<file path="config.mk">
export PLATFORM = sky130hd
export DESIGN_NAME = rdsm_sqrt
export DESIGN_NICKNAME = d
export VERILOG_FILES = /design/src/design/rdsm_pkg.sv /design/src/design/rdsm_sqrt.sv
export SDC_FILE = /design/constraint.sdc
export NUM_CORES = 2
export LEC_CHECK = 0
export CORE_MARGIN = 2
export CORE_UTILIZATION = 30
export DETAILED_ROUTE_END_ITERATION = 8
export DONT_BUFFER_PORTS = 1
export GPL_TIMING_DRIVEN = 0
export PLACE_DENSITY = 0.51
export SYNTH_ARGS = -nofsm -noshare
export SYNTH_HDL_FRONTEND = slang
export SYNTH_MEMORY_MAX_BITS = 65536
export SYNTH_SLANG_ARGS = --single-unit
export TNS_END_PERCENT = 100
</file>
<file path="constraint.sdc">
create_clock -name clk -period 10.5 [get_ports clk]
set_clock_uncertainty 0.1 [all_clocks]
set_input_delay 3.15 -clock clk [delete_from_list [all_inputs] [get_ports clk]]
set_output_delay 3.15 -clock clk [all_outputs]
set_load 0.05 [all_outputs]
</file>
<file path="src/design/rdsm_pkg.sv">
// Shared types and constants for the radial distortion sample map.
// Used by the top level, the square root pipeline and the divider pipeline.
package rdsm_pkg;

  localparam int FRAC_BITS = 16;
  localparam int MAX_SIDE  = 4096;

  // Configuration port
  localparam int CFG_W     = 29;
  localparam int CFG_IDX_W = 3;
  localparam int SIDE_W    = 13;

  // Datapath widths
  localparam int PIX_W    = 12;
  localparam int DELTA_W  = 14;                 // signed offset from center
  localparam int ABS_W    = DELTA_W - 1;
  localparam int SQ_W     = 2 * ABS_W;
  localparam int SUMSQ_W  = SQ_W + 1;
  localparam int ROOT_W   = 30;                 // radius in Q.16
  localparam int RAD_W    = 2 * ROOT_W;         // radicand, sum << 32
  localparam int SQREM_W  = ROOT_W + 2;
  localparam int R0_W     = 28;
  localparam int STR_W    = 24;
  localparam int NUM_W    = 56;
  localparam int MAG_W    = NUM_W - 1;
  localparam int F_W      = 42;
  localparam int COORD_W  = NUM_W - FRAC_BITS;
  localparam int INDEX_W  = 24;

  localparam logic [F_W-2:0] F_LIMIT = {1'b1, {(F_W-2){1'b0}}};

  typedef enum logic [CFG_IDX_W-1:0] {
    REG_CENTER_X      = 3'd0,
    REG_CENTER_Y      = 3'd1,
    REG_RADIUS        = 3'd2,
    REG_STRENGTH      = 3'd3,
    REG_SOURCE_WIDTH  = 3'd4,
    REG_SOURCE_HEIGHT = 3'd5,
    REG_SOURCE_PITCH  = 3'd6
  } cfg_reg_t;

  // Per-item values that ride alongside the square root
  typedef struct packed {
    logic signed [DELTA_W-1:0] dx;
    logic signed [DELTA_W-1:0] dy;
    logic                      last;
  } side_t;

  // Per-item values that ride alongside the divider
  typedef struct packed {
    side_t side;
    logic  neg;
  } div_side_t;

  // Clamp an image dimension to the largest supported side
  function automatic logic [SIDE_W-1:0] sat_side(input logic [SIDE_W-1:0] v);
    return (v > SIDE_W'(MAX_SIDE)) ? SIDE_W'(MAX_SIDE) : v;
  endfunction

endpackage

</file>
<file path="src/design/rdsm_sqrt.sv">
// Pipelined integer square root, one result bit per stage.
// Depends on rdsm_pkg; radicand is the sum of squares shifted up by 2*FRAC_BITS.
module rdsm_sqrt (
  input  logic                          clk,
  input  logic                          rst,
  input  logic                          en,
  input  logic                          in_valid,
  input  logic [rdsm_pkg::SUMSQ_W-1:0]  sum_in,
  input  rdsm_pkg::side_t               side_in,
  output logic                          out_valid,
  output logic [rdsm_pkg::ROOT_W-1:0]   root_out,
  output rdsm_pkg::side_t               side_out
);
  import rdsm_pkg::*;

  localparam int STEPS = ROOT_W;

  logic               valid_q [0:STEPS];
  logic [SQREM_W-1:0] rem_q   [0:STEPS];
  logic [ROOT_W-1:0]  root_q  [0:STEPS];
  logic [RAD_W-1:0]   rad_q   [0:STEPS];
  side_t              side_q  [0:STEPS];

  // Entry stage
  always_ff @(posedge clk) begin
    if (rst) begin
      valid_q[0] <= 1'b0;
    end else if (en) begin
      valid_q[0] <= in_valid;
    end
  end

  always_ff @(posedge clk) begin
    if (en) begin
      rem_q[0]  <= '0;
      root_q[0] <= '0;
      rad_q[0]  <= {{(RAD_W-SUMSQ_W-2*FRAC_BITS){1'b0}}, sum_in, {(2*FRAC_BITS){1'b0}}};
      side_q[0] <= side_in;
    end
  end

  // One digit pair per stage
  for (genvar k = 0; k < STEPS; k++) begin : g_step
    logic [SQREM_W-1:0] rem_sh;
    logic [SQREM_W-1:0] trial;
    logic               ge;

    always_comb begin
      rem_sh = {rem_q[k][SQREM_W-3:0], rad_q[k][RAD_W-1 -: 2]};
      trial  = {root_q[k], 2'b01};
      ge     = (rem_sh >= trial);
    end

    always_ff @(posedge clk) begin
      if (rst) begin
        valid_q[k+1] <= 1'b0;
      end else if (en) begin
        valid_q[k+1] <= valid_q[k];
      end
    end

    always_ff @(posedge clk) begin
      if (en) begin
        rem_q[k+1]  <= ge ? (rem_sh - trial) : rem_sh;
        root_q[k+1] <= {root_q[k][ROOT_W-2:0], ge};
        rad_q[k+1]  <= {rad_q[k][RAD_W-3:0], 2'b00};
        side_q[k+1] <= side_q[k];
      end
    end
  end

  assign out_valid = valid_q[STEPS];
  assign root_out  = root_q[STEPS];
  assign side_out  = side_q[STEPS];

endmodule

</file>
* Word level (Yosys, flattened, before mapping)
Memories as Yosys holds them, arrays and structs flattened.
Index checks and enable logic that the tools add are counted.
** Word-level totals
- Bits in registers :: 0
- Bits in latches :: 0
- RAM bits :: 4650
- Bits in read-only memories :: 0
- Input bits :: 60
- Output and inout bits :: 60
- Word-level logic and storage cells :: 163
- Memories kept :: 5
** Operators by class
- Add/sub/neg operators :: 30
- Multiply operators :: 0
- Divide/modulo/power cells :: 0
- Magnitude comparators :: 30
- Eq/ne operators :: 0
- Shift operators :: 0
- Muxes and demuxes :: 67
- Bitwise logic cells :: 31
- Reductions and logical operators :: 0
** Memories
- rad_q :: depth 31, bits a word 58, read ports 30, clocked after Yosys merged registers in 0, write ports 31, line rdsm_sqrt.sv:21 : logic [RAD_W-1:0] rad_q [0:STEPS];
- rem_q :: depth 31, bits a word 32, read ports 30, clocked after Yosys merged registers in 0, write ports 31, line rdsm_sqrt.sv:19 : logic [SQREM_W-1:0] rem_q [0:STEPS];
- root_q :: depth 31, bits a word 30, read ports 31, clocked after Yosys merged registers in 0, write ports 31, line rdsm_sqrt.sv:20 : logic [ROOT_W-1:0] root_q [0:STEPS];
- side_q :: depth 31, bits a word 29, read ports 31, clocked after Yosys merged registers in 0, write ports 31, line rdsm_sqrt.sv:22 : side_t side_q [0:STEPS];
- valid_q :: depth 31, bits a word 1, read ports 31, clocked after Yosys merged registers in 0, write ports 31, line rdsm_sqrt.sv:18 : logic valid_q [0:STEPS];
** Operators with widths (number)
- >= comparator 32 bit :: 30
- two-way mux 32 bit :: 30
- subtractor 32 bit :: 30
- two-way mux 1 bit :: 37
- bitwise OR 1 bit :: 31

* Longest topological paths before layout
- Depth in word-level cells :: 4
- Gate-level depth with buffers :: 16
- Depth with buffers taken out :: 14

* Least setup slack after synthesis
No wires, ideal clock.
- Kind :: in2reg
- From :: input en
- To :: memory valid_q[0] (enable)
- Arrival time :: 3.655 ns
- Slack :: 6.418 ns
- Cell stages on the path :: 1
- Path buffers :: 0
- Cells stage by stage :: or2_2
** RTL lines
- start: declaration :: line rdsm_sqrt.sv:6 : input logic en,
- end: declaration :: line rdsm_sqrt.sv:18

==> summary.md <==
| Metric | Value |
|---|---|
| Seq pwr share | 47.4% |
| Row count | ~220 |
| Leak | ~45 nW |
| Main synth FF type | edfxtp_1 |
| Final Cycle Share | 66.37% |
| Synthesized area | between 0.1 and 0.15 sq mm |
| Seq/Total Area, Yosys | about two thirds |
| Die footprint | approximately 0.36 sq mm |
| Crit path launch | en |
| Post-synth cell types | slightly above 80 |
| Placed Cells | 12271 |
| Hold-fix buffers, CTS | 0 |
| Largest net degree at the start of global routing | between 300 and 400 |
| Kind of end point of the critical path | flop |
| Tot Pwr | around 27 mW |
| Worst skew pair latency | just under 0.9 ns |
| CTS Buffer Depth | 4 |
| FFs w/ async S/R, synth | 0% |
| Tot GR Track Use | 11.36% |
| Routed vias/inst | roughly 4.6 |
| Vias in the first global route | about 60000 |
| Slew @ Worst Pin | ~1.4 ns |
| Max Clk Rate | 143.5 MHz |
| Largest area contributor in the netlist | edfxtp_1 |
| Cells after Synth | between 7000 and 8000 |
| Drt pass-1 iters | 9 |
| Comb power frac | 16.2% |
| Routed Wire Length | about 210000 microns |
| Peak VDD IR | 0.1191 mV |
| DRT antenna net count | 0 |
| Crit path DAT | roughly 7.3 ns |
| Fillcell total | 33700 |
| Clock sink count | 2411 |
| CP Class | in -> reg |
| Initial DRC count | 3706 |
| Clock Pin Slew Worst Setup and Hold Paths | ~0.06 ns |
| Most repeated cell in the gate-level netlist after synthesis | edfxtp_1 |
| Min-delay worst type | reg -> reg |
| Power Density | 219.3 mW/mm^2 |
| Status | finished clean |
| Slew headroom | 9.051% |
| P_int | between 15 and 20 mW |
| Final Hold Vio Count | 0 |
| Post-synth top area share | 68.40% |
| DRC Markers | 0 |
| Hold slack final | ~0.27 ns |
| Hpwl dp | ~140000 microns |
| I/O pin cnt | 120 |
| Port Buffers | 0 |
| Initial Util | between 30% and 40% |
| Syn Area/Cell | 13.85 sq um |
| Die Height | 598.0 microns |
| First-pass GRT wire length | approximately 330000 microns |
| Nets | between 8000 and 9000 |
| Most frequent cells after synthesis | edfxtp_1, inv_1, nand2_1 |
| #FFs+latches synth | 2411 |
| Setup Viol. Count Final | 0 |
| Layout area overhead | 14.44% |
| Post-cts resize count | 0 |
| Critical Path Start Type | input pin |
| Initial antenna violation count | 4 |
| Share of post-route cells with drive strength above 1 | under 10% |
| Final setup TNS | 0 ns |
| Synth warn | 0 |
| Synth top area cells | edfxtp_1, ha_1, xor2_1 |
| H-tree depth | 5 |
| Max FO, Critical Path | between 200 and 250 |
| Reg2reg start | root_q[27][0] |
| Tmin final | between 6 and 7 ns |
| Die width | between 500 and 600 microns |
| Clock share of power | 36.4% |
| Post-CTS Setup Inserts | 0 |
| Num CTS Buffers | about 290 |
| Hold path startpoint | rad_q[7][48] |
| EDFF count, synth | between 2000 and 2500 |
| Max Slew Vio Count | 0 |
| Syn nets | just over 8000 |
| CTS Root Buffer Type | clkbuf_16 |
| Max cap viols | 0 |
| RSZ-0062 raised after global routing | false |
| Required time of the critical path | 10.87 ns |
| Non-filler cells in the finished layout | ~13000 |
| Switch Pwr | between 7 and 8 mW |
| CTS tree | built |
| Via count | just under 60000 |
| Core ar. | 0.3519 sq mm |
| Sw frac | between 20% and 30% |
| Placer congestion estimate | just over 0.9 |
| Drt wl/cell | 16.21 microns |
| Gr ovfl total | 0 |
==> through the flow <==
| stage | setup WS [ns] | util (%) | cell area [sq um] |
|---|---|---|---|
| floorplan | 6.418 | - | 105800 |
| CTS | 3.399 | 34.42 | 121100 |
| global route | 3.081 | 34.43 | 121100 |
| detailed placement | 2.429 | 31.81 | 111900 |
| finish | 3.531 | 34.43 | 121100 |
| global placement | 4.218 | 31.72 | 111600 |
==> cell families (layout without fill, tap and decap cells) <==
family | Yosys count | count (layout) | share of synthesized area, %
flip-flops | 2411 | 2411 | 68.40
other | 1 | 3 | 0.003543
adder cells (fa/ha/maj) | 479 | 479 | 5.769
buffers and inverters | 755 | 1277 | 2.789
AO/OA/AOI/OAI | 1448 | 1448 | 8.451
XOR/XNOR | 618 | 618 | 5.114
multiplexers | 88 | 88 | 0.9291
AND/OR/NAND/NOR | 1840 | 1840 | 8.546
==> sequential cells by signal, indices dropped and copies added (netlist names) <==
name / cells
side_q: 899
rem_q: 807
valid_q: 31
root_q: 465
rad_q: 209
==> critical path, stage by stage <==
cell and delay [ns]:
buf_16 0.67, buf_16 0.59, buf_16 0.66, buf_16 0.72
buf_16 0.61
==> cell usage in the layout (no fill, tap or decap), types with 14 or more instances in the layout <==
cell	netlist	layout
or4_1	52	52
nor4_1	79	79
clkbuf_1	96	146
o41ai_1	14	14
inv_1	614	614
a211o_1	16	16
a31oi_1	38	38
edfxtp_1	2411	2411
nor2_1	420	420
or2_2	40	40
fa_1	15	15
clkinv_2	0	44
nand2b_1	93	93
and3_1	27	27
a21boi_0	21	21
o211ai_1	25	25
xor2_1	322	322
clkinv_1	3	60
nor2b_1	67	67
and2_1	58	58
nand3_1	116	116
a21o_1	160	160
nand3b_1	21	21
o21bai_1	45	45
nor3_1	152	152
o21ai_0	427	427
nand4_1	44	44
buf_4	30	30
o21a_1	88	88
mux2_2	81	81
a21oi_1	391	391
a211oi_1	47	47
clkbuf_16	0	295
xnor2_1	296	296
nand2_1	544	544
bufinv_16	0	25
or3_1	68	68
ha_1	464	464
o31ai_1	45	45
==> power by group through the flow <==
stage / logic [mW] / clock network, mW / registers (mW)
global route: 4.82 / 10.4 / 12.7
CTS: 4.33 / 10.1 / 12.6
global placement: 4.02 / 0 / 12.8
floorplan: 3.11 / 0 / 12.5
finish: 4.30 / 9.68 / 12.6
detailed placement: 4.29 / 0 / 12.8
==> metal layers <==
layer  up-vias  GRT usage (%)  share of wire [%]
met5         -              0             0.0063
met4         2          5.627                5.0
met2      1111          20.16                 50
li1      28913              -                  -
met3       481          2.044                4.0
met1     28574          13.13                 41
==> layout make-up <==
class | count | area [sq um] | share of cell area, %
clock buffers | 345 | 7570 | 6.249
flip-flops and latches | 2411 | 72400 | 59.77
clock inverters | 165 | 1595 | 1.317
plain buffers | 138 | 635.6 | 0.5247
inverters | 617 | 2316 | 1.912
diodes | 2 | 5.005 | 0.004132
repair buffers | 12 | 330.3 | 0.2727
multi-input cells | 4474 | 30500 | 25.18
well taps | 4620 | 5781 | 4.772
==> final timing paths <==
check                           slack, ns  depth (start not counted)        endpoint
worst max-delay path                 3.53                          5  side_q[1][289]
worst min-delay path                 0.27                          0    rad_q[8][50]
worst max register to register       5.06                         15   rem_q[1][411]
worst min register to register       0.27                          0    rad_q[8][50]
(Power assumes the default switching activity.)
